===== src/rtl/core/bms_pkg.sv =====
// Shared item codes, tone limits and preset melody tables for the buzzer melody sequencer.
package bms_pkg;

  localparam logic [2:0] KIND_TICK   = 3'd0;
  localparam logic [2:0] KIND_PRESET = 3'd1;
  localparam logic [2:0] KIND_LOAD   = 3'd2;
  localparam logic [2:0] KIND_TONE   = 3'd3;
  localparam logic [2:0] KIND_STOP   = 3'd4;

  localparam logic [15:0] TONE_MIN = 16'd100;
  localparam logic [15:0] TONE_MAX = 16'd10000;

  localparam logic [3:0] PRESET_NUM = 4'd10;

  // {frequency, duration} of every preset note, melodies back to back
  function automatic logic [31:0] preset_note(input logic [5:0] idx);
    logic [31:0] v;
    unique case (idx)
      6'd0:  v = {16'd262, 16'd100};
      6'd1:  v = {16'd330, 16'd100};
      6'd2:  v = {16'd392, 16'd100};
      6'd3:  v = {16'd523, 16'd200};
      6'd4:  v = {16'd150, 16'd80};
      6'd5:  v = {16'd200, 16'd60};
      6'd6:  v = {16'd150, 16'd80};
      6'd7:  v = {16'd200, 16'd60};
      6'd8:  v = {16'd0,   16'd50};
      6'd9:  v = {16'd150, 16'd80};
      6'd10: v = {16'd200, 16'd60};
      6'd11: v = {16'd100, 16'd150};
      6'd12: v = {16'd120, 16'd150};
      6'd13: v = {16'd100, 16'd150};
      6'd14: v = {16'd80,  16'd200};
      6'd15: v = {16'd880, 16'd50};
      6'd16: v = {16'd880, 16'd300};
      6'd17: v = {16'd523, 16'd100};
      6'd18: v = {16'd659, 16'd100};
      6'd19: v = {16'd784, 16'd150};
      6'd20: v = {16'd784, 16'd100};
      6'd21: v = {16'd659, 16'd100};
      6'd22: v = {16'd523, 16'd150};
      6'd23: v = {16'd800, 16'd200};
      6'd24: v = {16'd600, 16'd200};
      6'd25: v = {16'd800, 16'd200};
      6'd26: v = {16'd600, 16'd200};
      6'd27: v = {16'd523, 16'd150};
      6'd28: v = {16'd587, 16'd150};
      6'd29: v = {16'd659, 16'd150};
      6'd30: v = {16'd523, 16'd150};
      6'd31: v = {16'd659, 16'd150};
      6'd32: v = {16'd784, 16'd300};
      default: v = 32'd0;
    endcase
    return v;
  endfunction

  function automatic logic [5:0] preset_first(input logic [3:0] sid);
    logic [5:0] v;
    unique case (sid)
      4'd0: v = 6'd0;
      4'd1: v = 6'd4;
      4'd2: v = 6'd6;
      4'd3: v = 6'd11;
      4'd4: v = 6'd15;
      4'd5: v = 6'd16;
      4'd6: v = 6'd17;
      4'd7: v = 6'd20;
      4'd8: v = 6'd23;
      4'd9: v = 6'd27;
      default: v = 6'd0;
    endcase
    return v;
  endfunction

  function automatic logic [2:0] preset_count(input logic [3:0] sid);
    logic [2:0] v;
    unique case (sid)
      4'd0: v = 3'd4;
      4'd1: v = 3'd2;
      4'd2: v = 3'd5;
      4'd3: v = 3'd4;
      4'd4: v = 3'd1;
      4'd5: v = 3'd1;
      4'd6: v = 3'd3;
      4'd7: v = 3'd3;
      4'd8: v = 3'd4;
      4'd9: v = 3'd6;
      default: v = 3'd1;
    endcase
    return v;
  endfunction

endpackage


===== src/rtl/core/bms_in_if.sv =====
// Request channel carrying one tick or command item into the sequencer.
interface bms_in_if;
  logic        valid;
  logic        ready;
  logic [2:0]  kind;
  logic [3:0]  sound_id;
  logic [15:0] note_freq;
  logic [15:0] note_duration;
  logic        last_note;

  modport source (output valid, kind, sound_id, note_freq, note_duration, last_note,
                  input ready);
  modport sink   (input valid, kind, sound_id, note_freq, note_duration, last_note,
                  output ready);
endinterface


===== src/rtl/core/bms_out_if.sv =====
// Result channel carrying the buzzer drive status after each request.
interface bms_out_if;
  logic        valid;
  logic        ready;
  logic        tone_on;
  logic [15:0] tone_freq;
  logic        playing;
  logic [3:0]  note_position;

  modport source (output valid, tone_on, tone_freq, playing, note_position,
                  input ready);
  modport sink   (input valid, tone_on, tone_freq, playing, note_position,
                  output ready);
endinterface


===== src/rtl/core/buzzer_melody_sequencer_top.sv =====
// Buzzer melody sequencer: note buffer, preset copy engine and tick sequencer.
//
// Usage:
//   in_chan  (sink)   one request per 1 ms tick or per command: tick, preset
//                     play, load note, single tone, stop (kind codes in bms_pkg).
//   out_chan (source) one result per request: tone_on, tone_freq, playing and
//                     note_position as they stand after that request.
// Timing: a small sequencer works one request at a time over a single-port
//   note buffer with a registered read. A tick while playing reads the
//   current note from the buffer before checking its duration, and reads
//   and applies the next note when one starts; a load marked last reads
//   and applies the first note; preset play first copies one note per
//   cycle into the buffer, then starts the first note like a load.
//   in_chan.ready is high only while the sequencer is idle.
// Stall: the result sits in an output register; the next request is taken
//   while it waits, and the sequencer holds before writing a new result
//   until the old one has been taken.
// Reset (rst_n low, synchronous): playback stopped, counters and drive
//   cleared, no result pending. The note buffer is not cleared; only
//   entries written since are ever read.
module buzzer_melody_sequencer_top #(
  parameter int NOTE_SLOTS = 16
) (
  input  logic        clk,
  input  logic        rst_n,
  bms_in_if.sink      in_chan,
  bms_out_if.source   out_chan
);
  import bms_pkg::*;

  localparam int IW = $clog2(NOTE_SLOTS);
  localparam int CW = $clog2(NOTE_SLOTS + 1);

  typedef enum logic [2:0] {
    S_IDLE, S_COPY, S_TICK_RD, S_TICK, S_BEGIN, S_APPLY, S_OUT
  } state_t;

  state_t        state_r;
  logic [CW-1:0] total_r;
  logic [CW-1:0] cursor_r;
  logic [15:0]   elapsed_r;
  logic          busy_r;
  logic [CW-1:0] lc_r;
  logic          loading_r;
  logic          drive_on_r;
  logic [15:0]   drive_freq_r;
  logic [3:0]    sid_r;
  logic [2:0]    copy_i_r;
  logic [31:0]   rdata_r;

  logic          out_valid_r;
  logic          out_tone_on_r;
  logic [15:0]   out_tone_freq_r;
  logic          out_playing_r;
  logic [3:0]    out_pos_r;

  // note buffer: freq in [31:16], duration in [15:0]
  logic [31:0]   note_mem [NOTE_SLOTS];

  logic          mem_we;
  logic [IW-1:0] mem_wa;
  logic [31:0]   mem_wd;
  logic          rd_en;

  logic          in_fire;
  logic [CW-1:0] lc_eff;
  logic          lc_room;
  logic [CW-1:0] lc_new;
  logic [15:0]   tone_f;
  logic [15:0]   el_inc;
  logic [CW-1:0] cursor_inc;
  logic [5:0]    rom_idx;
  logic [2:0]    copy_n;
  logic [CW+3:0] pos_ext;

  assign in_chan.ready = (state_r == S_IDLE);
  assign in_fire       = in_chan.valid && (state_r == S_IDLE);

  // load position: a fresh load sequence restarts at slot 0
  assign lc_eff  = loading_r ? lc_r : '0;
  assign lc_room = (lc_eff < CW'(NOTE_SLOTS));
  assign lc_new  = lc_eff + CW'(lc_room);

  assign tone_f = (in_chan.note_freq < TONE_MIN) ? TONE_MIN :
                  (in_chan.note_freq > TONE_MAX) ? TONE_MAX : in_chan.note_freq;

  assign el_inc     = (elapsed_r == 16'hFFFF) ? elapsed_r : elapsed_r + 16'd1;
  assign cursor_inc = cursor_r + CW'(1);
  assign rom_idx    = preset_first(sid_r) + 6'(copy_i_r);
  assign copy_n     = preset_count(sid_r);
  assign pos_ext    = {4'd0, cursor_r};

  // buffer port control
  always_comb begin
    mem_we = 1'b0;
    mem_wa = '0;
    mem_wd = '0;
    rd_en  = (state_r == S_BEGIN) || (state_r == S_TICK_RD);
    unique case (state_r)
      S_IDLE: begin
        if (in_fire && in_chan.kind == KIND_LOAD && lc_room) begin
          mem_we = 1'b1;
          mem_wa = lc_eff[IW-1:0];
          mem_wd = {in_chan.note_freq, in_chan.note_duration};
        end else if (in_fire && in_chan.kind == KIND_TONE && in_chan.note_freq != 16'd0) begin
          mem_we = 1'b1;
          mem_wa = '0;
          mem_wd = {tone_f, in_chan.note_duration};
        end
      end
      S_COPY: begin
        mem_we = 1'b1;
        mem_wa = IW'(copy_i_r);
        mem_wd = preset_note(rom_idx);
      end
      default: ;
    endcase
  end

  always_ff @(posedge clk) begin
    if (mem_we) begin
      note_mem[mem_wa] <= mem_wd;
    end
    if (rd_en) begin
      rdata_r <= note_mem[cursor_r[IW-1:0]];
    end
  end

  // sequencer
  always_ff @(posedge clk) begin
    if (!rst_n) begin
      state_r      <= S_IDLE;
      total_r      <= '0;
      cursor_r     <= '0;
      elapsed_r    <= '0;
      busy_r       <= 1'b0;
      lc_r         <= '0;
      loading_r    <= 1'b0;
      drive_on_r   <= 1'b0;
      drive_freq_r <= '0;
      copy_i_r     <= '0;
      out_valid_r  <= 1'b0;
    end else begin
      // a pending result can be taken in any state; S_OUT handles its own edge
      if (out_valid_r && out_chan.ready && state_r != S_OUT) begin
        out_valid_r <= 1'b0;
      end
      unique case (state_r)
        S_IDLE: begin
          if (in_fire) begin
            state_r <= S_OUT;
            if (in_chan.kind == KIND_TICK || in_chan.kind == KIND_PRESET ||
                in_chan.kind == KIND_TONE || in_chan.kind == KIND_STOP) begin
              loading_r <= 1'b0;
            end
            unique case (in_chan.kind)
              KIND_TICK: begin
                if (busy_r) begin
                  state_r <= S_TICK_RD;
                end
              end
              KIND_PRESET: begin
                drive_on_r <= 1'b0;
                busy_r     <= 1'b0;
                total_r    <= '0;
                cursor_r   <= '0;
                if (in_chan.sound_id < PRESET_NUM) begin
                  sid_r    <= in_chan.sound_id;
                  copy_i_r <= '0;
                  state_r  <= S_COPY;
                end
              end
              KIND_LOAD: begin
                if (!loading_r) begin
                  drive_on_r <= 1'b0;
                  busy_r     <= 1'b0;
                  total_r    <= '0;
                  cursor_r   <= '0;
                  loading_r  <= 1'b1;
                end
                lc_r <= lc_new;
                if (in_chan.last_note) begin
                  loading_r <= 1'b0;
                  total_r   <= lc_new;
                  cursor_r  <= '0;
                  busy_r    <= 1'b1;
                  state_r   <= S_BEGIN;
                end
              end
              KIND_TONE: begin
                drive_on_r <= 1'b0;
                if (in_chan.note_freq != 16'd0) begin
                  drive_on_r   <= 1'b1;
                  drive_freq_r <= tone_f;
                  elapsed_r    <= '0;
                  total_r      <= CW'(1);
                  cursor_r     <= '0;
                  busy_r       <= 1'b1;
                end
              end
              KIND_STOP: begin
                drive_on_r <= 1'b0;
                busy_r     <= 1'b0;
                total_r    <= '0;
                cursor_r   <= '0;
              end
              default: ;
            endcase
          end
        end

        // one preset note per cycle into the buffer
        S_COPY: begin
          copy_i_r <= copy_i_r + 3'd1;
          if (copy_i_r == copy_n - 3'd1) begin
            total_r  <= CW'(copy_n);
            cursor_r <= '0;
            busy_r   <= 1'b1;
            state_r  <= S_BEGIN;
          end
        end

        S_TICK_RD: state_r <= S_TICK;

        S_TICK: begin
          elapsed_r <= el_inc;
          state_r   <= S_OUT;
          if (el_inc >= rdata_r[15:0]) begin
            if (cursor_inc >= total_r) begin
              drive_on_r <= 1'b0;
              busy_r     <= 1'b0;
              total_r    <= '0;
              cursor_r   <= '0;
            end else begin
              cursor_r <= cursor_inc;
              state_r  <= S_BEGIN;
            end
          end
        end

        S_BEGIN: state_r <= S_APPLY;

        // start the note just read; zero frequency is a pause
        S_APPLY: begin
          if (rdata_r[31:16] == 16'd0) begin
            drive_on_r <= 1'b0;
          end else begin
            drive_on_r   <= 1'b1;
            drive_freq_r <= rdata_r[31:16];
          end
          elapsed_r <= '0;
          state_r   <= S_OUT;
        end

        S_OUT: begin
          if (!out_valid_r || out_chan.ready) begin
            out_valid_r     <= 1'b1;
            out_tone_on_r   <= drive_on_r;
            out_tone_freq_r <= drive_freq_r;
            out_playing_r   <= busy_r;
            out_pos_r       <= pos_ext[3:0];
            state_r         <= S_IDLE;
          end
        end

        default: state_r <= S_IDLE;
      endcase
    end
  end

  assign out_chan.valid         = out_valid_r;
  assign out_chan.tone_on       = out_tone_on_r;
  assign out_chan.tone_freq     = out_tone_freq_r;
  assign out_chan.playing       = out_playing_r;
  assign out_chan.note_position = out_pos_r;

endmodule

===== src/flat_wrapper.sv =====
// flat-port wrapper written by rule: the top's interface ports become plain ports
module buzzer_melody_sequencer_top_flat import bms_pkg::*;
#(
  parameter int NOTE_SLOTS = 16
)
  (clk, rst_n, in_chan_valid, in_chan_kind, in_chan_sound_id, in_chan_note_freq, in_chan_note_duration, in_chan_last_note, in_chan_ready, out_chan_valid, out_chan_tone_on, out_chan_tone_freq, out_chan_playing, out_chan_note_position, out_chan_ready);
  bms_in_if in_chan_i ();
  bms_out_if out_chan_i ();
  input  logic clk;
  input  logic rst_n;
  input wire logic [$bits(in_chan_i.valid)-1:0] in_chan_valid;
  input wire logic [$bits(in_chan_i.kind)-1:0] in_chan_kind;
  input wire logic [$bits(in_chan_i.sound_id)-1:0] in_chan_sound_id;
  input wire logic [$bits(in_chan_i.note_freq)-1:0] in_chan_note_freq;
  input wire logic [$bits(in_chan_i.note_duration)-1:0] in_chan_note_duration;
  input wire logic [$bits(in_chan_i.last_note)-1:0] in_chan_last_note;
  output wire logic [$bits(in_chan_i.ready)-1:0] in_chan_ready;
  output wire logic [$bits(out_chan_i.valid)-1:0] out_chan_valid;
  output wire logic [$bits(out_chan_i.tone_on)-1:0] out_chan_tone_on;
  output wire logic [$bits(out_chan_i.tone_freq)-1:0] out_chan_tone_freq;
  output wire logic [$bits(out_chan_i.playing)-1:0] out_chan_playing;
  output wire logic [$bits(out_chan_i.note_position)-1:0] out_chan_note_position;
  input wire logic [$bits(out_chan_i.ready)-1:0] out_chan_ready;
  assign in_chan_i.valid = in_chan_valid;
  assign in_chan_i.kind = in_chan_kind;
  assign in_chan_i.sound_id = in_chan_sound_id;
  assign in_chan_i.note_freq = in_chan_note_freq;
  assign in_chan_i.note_duration = in_chan_note_duration;
  assign in_chan_i.last_note = in_chan_last_note;
  assign in_chan_ready = in_chan_i.ready;
  assign out_chan_valid = out_chan_i.valid;
  assign out_chan_tone_on = out_chan_i.tone_on;
  assign out_chan_tone_freq = out_chan_i.tone_freq;
  assign out_chan_playing = out_chan_i.playing;
  assign out_chan_note_position = out_chan_i.note_position;
  assign out_chan_i.ready = out_chan_ready;
  buzzer_melody_sequencer_top #(.NOTE_SLOTS(NOTE_SLOTS)) u_core (.clk(clk), .rst_n(rst_n), .in_chan(in_chan_i), .out_chan(out_chan_i));
endmodule

===== config.mk =====
export PLATFORM = sky130hd
export DESIGN_NAME = buzzer_melody_sequencer_top_flat
export DESIGN_NICKNAME = d
export VERILOG_FILES = /design/src/rtl/core/bms_pkg.sv /design/src/rtl/core/bms_in_if.sv /design/src/rtl/core/bms_out_if.sv /design/src/rtl/core/buzzer_melody_sequencer_top.sv /design/src/flat_wrapper.sv
export SDC_FILE = /design/constraint.sdc
export NUM_CORES = 1
export LEC_CHECK = 0
export BUFFER_PORTS_ARGS = -buffer_cell sky130_fd_sc_hd__clkbuf_2
export CAP_MARGIN = 30
export CORE_MARGIN = 5
export CORE_UTILIZATION = 50
export CTS_CLUSTER_SIZE = 10
export DETAILED_ROUTE_END_ITERATION = 12
export PLACE_DENSITY = 0.66
export SKIP_CTS_REPAIR_TIMING = 1
export SYNTH_ARGS = -nofsm -noshare
export SYNTH_HDL_FRONTEND = slang
export SYNTH_SLANG_ARGS = --single-unit

===== constraint.sdc =====
create_clock -name clk -period 5.3 [get_ports clk]
set_clock_uncertainty 0.05 [all_clocks]
set_input_delay 0.53 -clock clk [delete_from_list [all_inputs] [get_ports clk]]
set_output_delay 0.53 -clock clk [all_outputs]
set_load 0.03 [all_outputs]

## Word level (Yosys, flattened, before mapping)

Memories as Yosys holds them, arrays and structs flattened. A register that Yosys moved wholly into a read port is not among the register bits.
Index checks and enable logic that the tools add are counted.
W data, S select, Z words.

- Memory bits (read-only): 1280
- Latch bits: 0
- Output and inout port bits: 24
- Bits in writable memories: 512
- Memories: 4
- Bits in registers: 83
- Input bits: 44

Memories:

| memory | depth | bits a word | read ports | clocked after memory_dff | wr ports | line | source |
|---|---|---|---|---|---|---|---|
| (no name shown) | 64 | 18 | 1 | 0 | 0 | bms_pkg.sv:18 | `unique case (idx)` |
| u_core.note_mem | 16 | 32 | 1 | 1 | 1 | buzzer_melody_sequencer_top.sv:58 | `logic [31:0] note_mem [NOTE_SLOTS];` |
| (no name shown) | 16 | 5 | 1 | 1 | 0 | bms_pkg.sv:59 | `unique case (sid)` |
| (no name shown) | 16 | 3 | 1 | 1 | 0 | bms_pkg.sv:77 | `unique case (sid)` |

- Reduce and logical (&&, ||, !) cells: 33
- Bitwise logic cells: 0
- Shift-type cells: 0
- Multiply operators: 0
- Equality and inequality tests: 27
- Div/mod/pow operators: 0
- Muxes and demuxes: 77
- Magnitude comparators: 6
- Add/subtract/negate cells: 6

Operators by type and width:

| operator | number |
|---|---|
| $mux W16 | 10 |
| $mux W5 | 14 |
| $mux W32 | 2 |
| $pmux W32 S2 | 1 |
| $pmux W5 S3 | 4 |
| $pmux W16 S3 | 1 |
| $pmux W16 S2 | 1 |
| $mux W3 | 9 |
| $mux W1 | 21 |
| $pmux W3 S7 | 1 |
| $ne A2 B1 Y1 const B | 9 |
| $add A16 B1 Y16 const B | 1 |
| $eq A16 B16 Y1 const B | 1 |
| $ge A16 B16 Y1 | 1 |
| $gt A16 B14 Y1 const B | 1 |
| $logic_not A16 Y1 | 1 |
| $lt A16 B7 Y1 const B | 1 |
| $reduce_bool A16 Y1 | 1 |
| $eq A3 B2 Y1 const B | 4 |
| $eq A3 B3 Y1 const B | 4 |
| $mux W4 | 3 |
| $pmux W1 S3 | 4 |
| $reduce_and A5 Y1 | 2 |
| $ne A3 B3 Y1 const B | 3 |
| other kinds (31) | 49 |

## Longest topological paths before layout

- Depth after elaboration: 9
- Mapped depth: 14
- Mapped depth without buffers: 13

## Worst setup path before layout

No wires, ideal clock.

- Path kind: flip-flop to flip-flop
- From: register u_core.copy_i_r[0]
- To: memory u_core.note_mem[0][19], data pin
- Buffers on the path: 1
- Setup slack: 1.272 ns
- Stages on the path, launching flop included: 10
- Data arrival time: 3.559 ns
- Data required time: 4.831 ns
- Library setup time: 0.419 ns
- Clock period less this slack: 4.028 ns
- Cell sequence: dfxtp_1 > ha_1 > inv_1 > fa_1 > inv_1 > ha_1 > clkbuf_1 > inv_1 > mux4_2 > o311ai_0

- Longest elaborated chain between the ends: 3

Ends and longest elaborated chain:

| element | line | source |
|---|---|---|
| start, declared | buzzer_melody_sequencer_top.sv:48 | `logic [2:0] copy_i_r;` |
| start signal, assigned | buzzer_melody_sequencer_top.sv:214 | `copy_i_r <= copy_i_r + 3'd1;` |
| $add A6 B3 Y6 | buzzer_melody_sequencer_top.sv:89 | `assign rom_idx = preset_first(sid_r) + 6'(copy_i_r);` |
| $mem_v2 Z64 W18 | - |  |
| $pmux W32 S2 | buzzer_melody_sequencer_top.sv:99 | `unique case (state_r)` |
| named net u_core.mem_wd[19] | buzzer_melody_sequencer_top.sv:62 | `logic [31:0] mem_wd;` |
| end, declared | buzzer_melody_sequencer_top.sv:58 |  |

The timed path passes the listed nets, and every way through them passes these cells.

## Worst setup path after layout

- From: register u_core.elapsed_r[3]
- To: register u_core.busy_r

- Longest elaborated chain between the ends: 5
- Elaborated cells on any way between the ends: 6

Ends and longest elaborated chain:

| element | line | source |
|---|---|---|
| start, declared | buzzer_melody_sequencer_top.sv:41 | `logic [15:0] elapsed_r;` |
| start signal, assigned | buzzer_melody_sequencer_top.sv:226 | `elapsed_r <= el_inc;` |
| $add A16 B1 Y16 / $eq A16 B16 Y1 (equally long branches) | buzzer_melody_sequencer_top.sv:87 | `assign el_inc = (elapsed_r == 16'hFFFF) ? elapsed_r : elapsed_r + 16'd1;` |
| $mux W16 * | buzzer_melody_sequencer_top.sv:87 |  |
| $ge A16 B16 Y1 * | buzzer_melody_sequencer_top.sv:228 | `if (el_inc >= rdata_r[15:0]) begin` |
| $ne A2 B1 Y1 (no line) * | - |  |
| $reduce_and A8 Y1 (no line) * | - |  |
| end signal, assigned | buzzer_melody_sequencer_top.sv:136 | `busy_r <= 1'b0;` |
| end signal, assigned | buzzer_melody_sequencer_top.sv:218 | `busy_r <= 1'b1;` |
| end signal, assigned | buzzer_melody_sequencer_top.sv:231 | `busy_r <= 1'b0;` |
| end, declared | buzzer_melody_sequencer_top.sv:42 | `logic busy_r;` |

Mark *: on every way between the ends. The rest lies on a longest branch, timed or not.
A chain may end at the register's enable or synchronous reset.

==> results.txt <==
----------------------------------------------------
[GRT]
  Wire length of the first global-routing pass ... 95.90 mm
  Remaining global-route overflow ... 0
  Antenna violations before repair ... 0
  Maximum number of pins on one net before global-route repair ... 107
  Gr usage total ... 0.2170
  Vias in the first global route ... 14900

[Synthesis]
  Area of the mapped netlist ... 26810 um^2
  Synthesized netlist cell count ... 1577
  Mean post-synth cell area ... 17.00 um^2
  Flip-flop cell with the highest count after synthesis ... sky130_fd_sc_hd__edfxtp_1
  Most instantiated library cell after synthesis ... sky130_fd_sc_hd__edfxtp_1
  Dominant cells by area after synthesis ... sky130_fd_sc_hd__edfxtp_1 64%, sky130_fd_sc_hd__mux4_2 14%, sky130_fd_sc_hd__dfxtp_1 4.9%
  Sequential share of the synthesized area ... 0.6869
  Number of enable flip-flop cells after synthesis ... 570
  Net count of the mapped netlist ... 1664
  Cell type with the highest aggregate area in the netlist ... sky130_fd_sc_hd__edfxtp_1
  Distinct cells, synth ... 80
  Number of warning messages in the yosys log ... 0
  Async S/R FF share, synth ... 0
  Ranking of synthesized cells by instance count ... 570 x sky130_fd_sc_hd__edfxtp_1, 161 x sky130_fd_sc_hd__mux4_2, 85 x sky130_fd_sc_hd__nor2_1
  Yosys reg bits ... 635
  Top-area cell type share of the netlist area ... 0.6384

[STA]
  Pin slew with the least headroom to its limit ... 0.9019 ns
  RSZ-0062 raised after global routing ... false
  Setup TNS ... 0 ns
  Max-slew violations ... 0
  Max Fclk ... 248.4 MHz
  Share of the clock period used by the worst path after layout ... 0.7597
  Final count of negative-setup-slack endpoints ... 0
  Post-route minimum period ... 4.027 ns
  Worst max-slew margin expressed relative to the limit ... 0.3988
  Final Hold Violating Endpoints ... 0
  Worst Hold Slack ... 0.08067 ns

[Critical path]
  Launch point of the worst path ... u_core.elapsed_r[3]$_SDFFE_PN0P_
  Worst setup SP type ... flop
  R2R Path End ... u_core.busy_r$_SDFFE_PN0P_
  Family with the most delay on the worst path ... simple AND/OR/NAND/NOR gates
  Longest individual stage delay on the worst path ... 0.60 ns
  Launching point of the worst reg2reg path ... u_core.elapsed_r[3]$_SDFFE_PN0P_
  Number of buffers and inverters on the critical path ... 0
  WP data required ... 5.75 ns
  Slowest stage cell, crit path ... sky130_fd_sc_hd__nor4_4
  Worst-case register-to-register setup slack ... 1.27 ns
  Cell occurring most often along the worst timing path ... sky130_fd_sc_hd__and2_1
  Cell depth of the worst setup path ... 12
  WP data arrival ... 4.48 ns
  Critical Path, Cell by Cell ... nand4_1 -> nor4_4 -> nor2_1 -> and2_1 -> xor2_1 -> ha_1 -> a21oi_1 -> o21ai_0 -> a2111oi_0 -> o21ai_1 -> and2_1 -> a211oi_1
  WS Path Type ... reg -> reg
  Crit path capture ... u_core.busy_r$_SDFFE_PN0P_
  Critical path endpoint category ... flop
  Worst reg-to-reg path cell count ... 12
  Maximum fanout count along the critical path ... 10

[CTS]
  Post-CTS clock slew at the launch and capture registers of the worst setup and hold paths ... 0.05 ns
  Skew-Pair Late Insertion Delay ... 0.60 ns
  Clk sinks ... 635
  # H-tree levels ... 3
  Clock tree root buffer cell ... sky130_fd_sc_hd__clkbuf_16
  Number of clock buffers inserted by TritonCTS ... 74
  Number of buffers on the longest clock path ... 3
  TritonCTS clock tree ... done

[Layout]
  Fin nets ... 1766
  Count of fill cells added during filler insertion ... 3998
  Area overhead of the layout relative to synthesis ... 12.52%
  Register cell area after layout ... 18430 um^2
  Fraction of layout cells with a size suffix above 1 ... 0.2294
  Combined area of the multi-input logic cells ... 8026 um^2
  Diodes inserted ... 0

[Placed design]
  Half-perimeter wire length after detailed placement ... 37.17 mm
  Port Buf Inserts ... 67
  Placer Congestion ... 0.9663

[Floorplanning]
  Initial core utilization ... 0.5072
  Die ar. ... 58360 um^2
  Vertical die dimension ... 241.6 um
  Top-level port count ... 68
  Core box area ... 52870 um^2
  FP Rows ... 84
  Die Span X ... 241.6 um

[Detailed routing]
  Number of nets with antenna violations after routing ... 0
  Final routed wire length divided by cell count ... 27.03 um
  Vias per cell ... 6.318
  Final routed DRC violation total ... 0
  Detailed-router iteration count before antenna repair ... 5
  Wirelength, routed ... 64.54 mm
  Drt initial violations ... 1659
  Total via count in the routed design ... 15090

[Run]
  Number of violations of the max-capacitance limit ... 0

[Power and ir drop]
  P_leak ... 9.946 nW
  Power density normalized to cell area ... 406.2 nW/um^2
  IR drop worst, VDD ... 291.4 uV

[Hold path]
  Kind of path behind the tightest hold check ... in -> reg

[Status]
  Outcome ... finished clean

----------------------------------------------------
[worst min-delay path by stage]
stage                                              start                           endpoint  slack (ns)  cells after the start
after floorplan           u_core.drive_on_r$_SDFFE_PN0P_  u_core.out_chan.tone_on$_DFFE_PP_        0.35                      0
after global placement    u_core.drive_on_r$_SDFFE_PN0P_  u_core.out_chan.tone_on$_DFFE_PP_        0.37                      0
after detailed placement  u_core.drive_on_r$_SDFFE_PN0P_  u_core.out_chan.tone_on$_DFFE_PP_        0.37                      0
after CTS                            in_chan_sound_id[0]          u_core.sid_r[0]$_DFFE_PP_        0.05                      1
after global routing                 in_chan_sound_id[0]          u_core.sid_r[0]$_DFFE_PP_        0.06                      1
final                                in_chan_sound_id[0]          u_core.sid_r[0]$_DFFE_PP_        0.08                      1
[routing by layer]
metal | global-route usage | up-vias | wire length (um)
met3 | 0.04325 | 106 | 4943
met5 | 0 | - | 0
met1 | 0.3140 | 7804 | 27400
li1 | - | 6537 | -
met4 | 0.05891 | 0 | 1545
met2 | 0.3427 | 640 | 30660
[logic make-up after synthesis]
kind of cell | count (synthesis) | synth area share
buf+inv | 122 | 0.01848
flops | 635 | 0.6869
xor+xnor | 23 | 0.008540
simple gates | 315 | 0.06039
mux | 179 | 0.1423
compound gates | 260 | 0.06305
fa+ha+maj | 43 | 0.02035
[registers in the layout, indices dropped and copies added, names as in the netlist, named ones only]
signal                         count
u_core.out_chan.playing            1
u_core.loading_r                   1
u_core.copy_i_r                    3
u_core.drive_freq_r               16
u_core.total_r                     5
u_core.sid_r                       4
u_core.lc_r                        5
u_core.drive_on_r                  1
u_core.note_mem                  512
u_core.cursor_r                    5
u_core.out_chan.note_position      4
u_core.out_chan.valid              1
u_core.out_chan.tone_on            1
u_core.busy_r                      1
u_core.out_chan.tone_freq         16
u_core.rdata_r                    32
u_core.copy_n                      3
u_core.state_r                     3
u_core.elapsed_r                  16
[cell type report]
cell class,count,share of cell area
flip-flops and latches,635,0.6108
multi-input cells,820,0.2661
clock buffers,89,0.06395
well taps,688,0.02853
repair buffers,108,0.02215
inverters,40,0.004977
clock inverters,8,0.003484
[where the power goes]
part           internal (W)  switching (W)
clock network       0.00260        0.00185
logic              0.000547        0.00108
registers           0.00596       0.000221
[worst register-to-register path, stage by stage (launching register included)]
cell	delay [ns]
sky130_fd_sc_hd__dfxtp_1	0.46
sky130_fd_sc_hd__nand4_1	0.30
sky130_fd_sc_hd__nor4_4	0.61
sky130_fd_sc_hd__nor2_1	0.15
sky130_fd_sc_hd__and2_1	0.21
sky130_fd_sc_hd__xor2_1	0.14
sky130_fd_sc_hd__ha_1	0.31
sky130_fd_sc_hd__a21oi_1	0.14
sky130_fd_sc_hd__o21ai_0	0.13
sky130_fd_sc_hd__a2111oi_0	0.52
sky130_fd_sc_hd__o21ai_1	0.35
sky130_fd_sc_hd__and2_1	0.33
sky130_fd_sc_hd__a211oi_1	0.24
[cell usage in the layout (no fill, tap or decap), drive strengths merged, types with 4 or more instances in the layout]
master,Yosys,routed
a211oi,10,10
and2,20,20
nor3,20,20
nor4,11,11
nand4,7,7
a221oi,7,7
or3,8,8
o21ai,69,69
a31oi,6,6
edfxtp,570,570
nor2b,8,8
mux2i,14,14
nand3,30,30
and3,13,13
a22oi,5,5
nand3b,6,6
a221o,4,4
o21a,17,17
a32oi,5,5
o31ai,10,10
a22o,8,8
inv,39,44
nor2,86,86
xnor2,8,8
ha,42,42
o22ai,4,4
a2111oi,5,5
clkbuf,55,156
mux2,4,4
a211o,5,5
nand2b,7,7
dfxtp,65,65
o211ai,18,18
a21oi,65,65
xor2,13,13
buf,27,41
mux4,161,161
nand2,79,79
[per-stage QoR]
stage | util | cells | total power (W) | cell area (um^2) | worst slack (ns)
floorplan | - | 1577 | 0.007214 | 26810 | 1.272
global placement | 0.5318 | 2290 | 0.007816 | 28110 | 1.316
detailed placement | 0.5318 | 2290 | 0.007860 | 28110 | 1.324
CTS | 0.5703 | 2387 | 0.01230 | 30150 | 1.265
global route | 0.5706 | 2388 | 0.01271 | 30170 | 0.8371
finish | 0.5706 | 2388 | 0.01225 | 30170 | 1.273
Note: power is estimated with default switching activity, not from simulation.
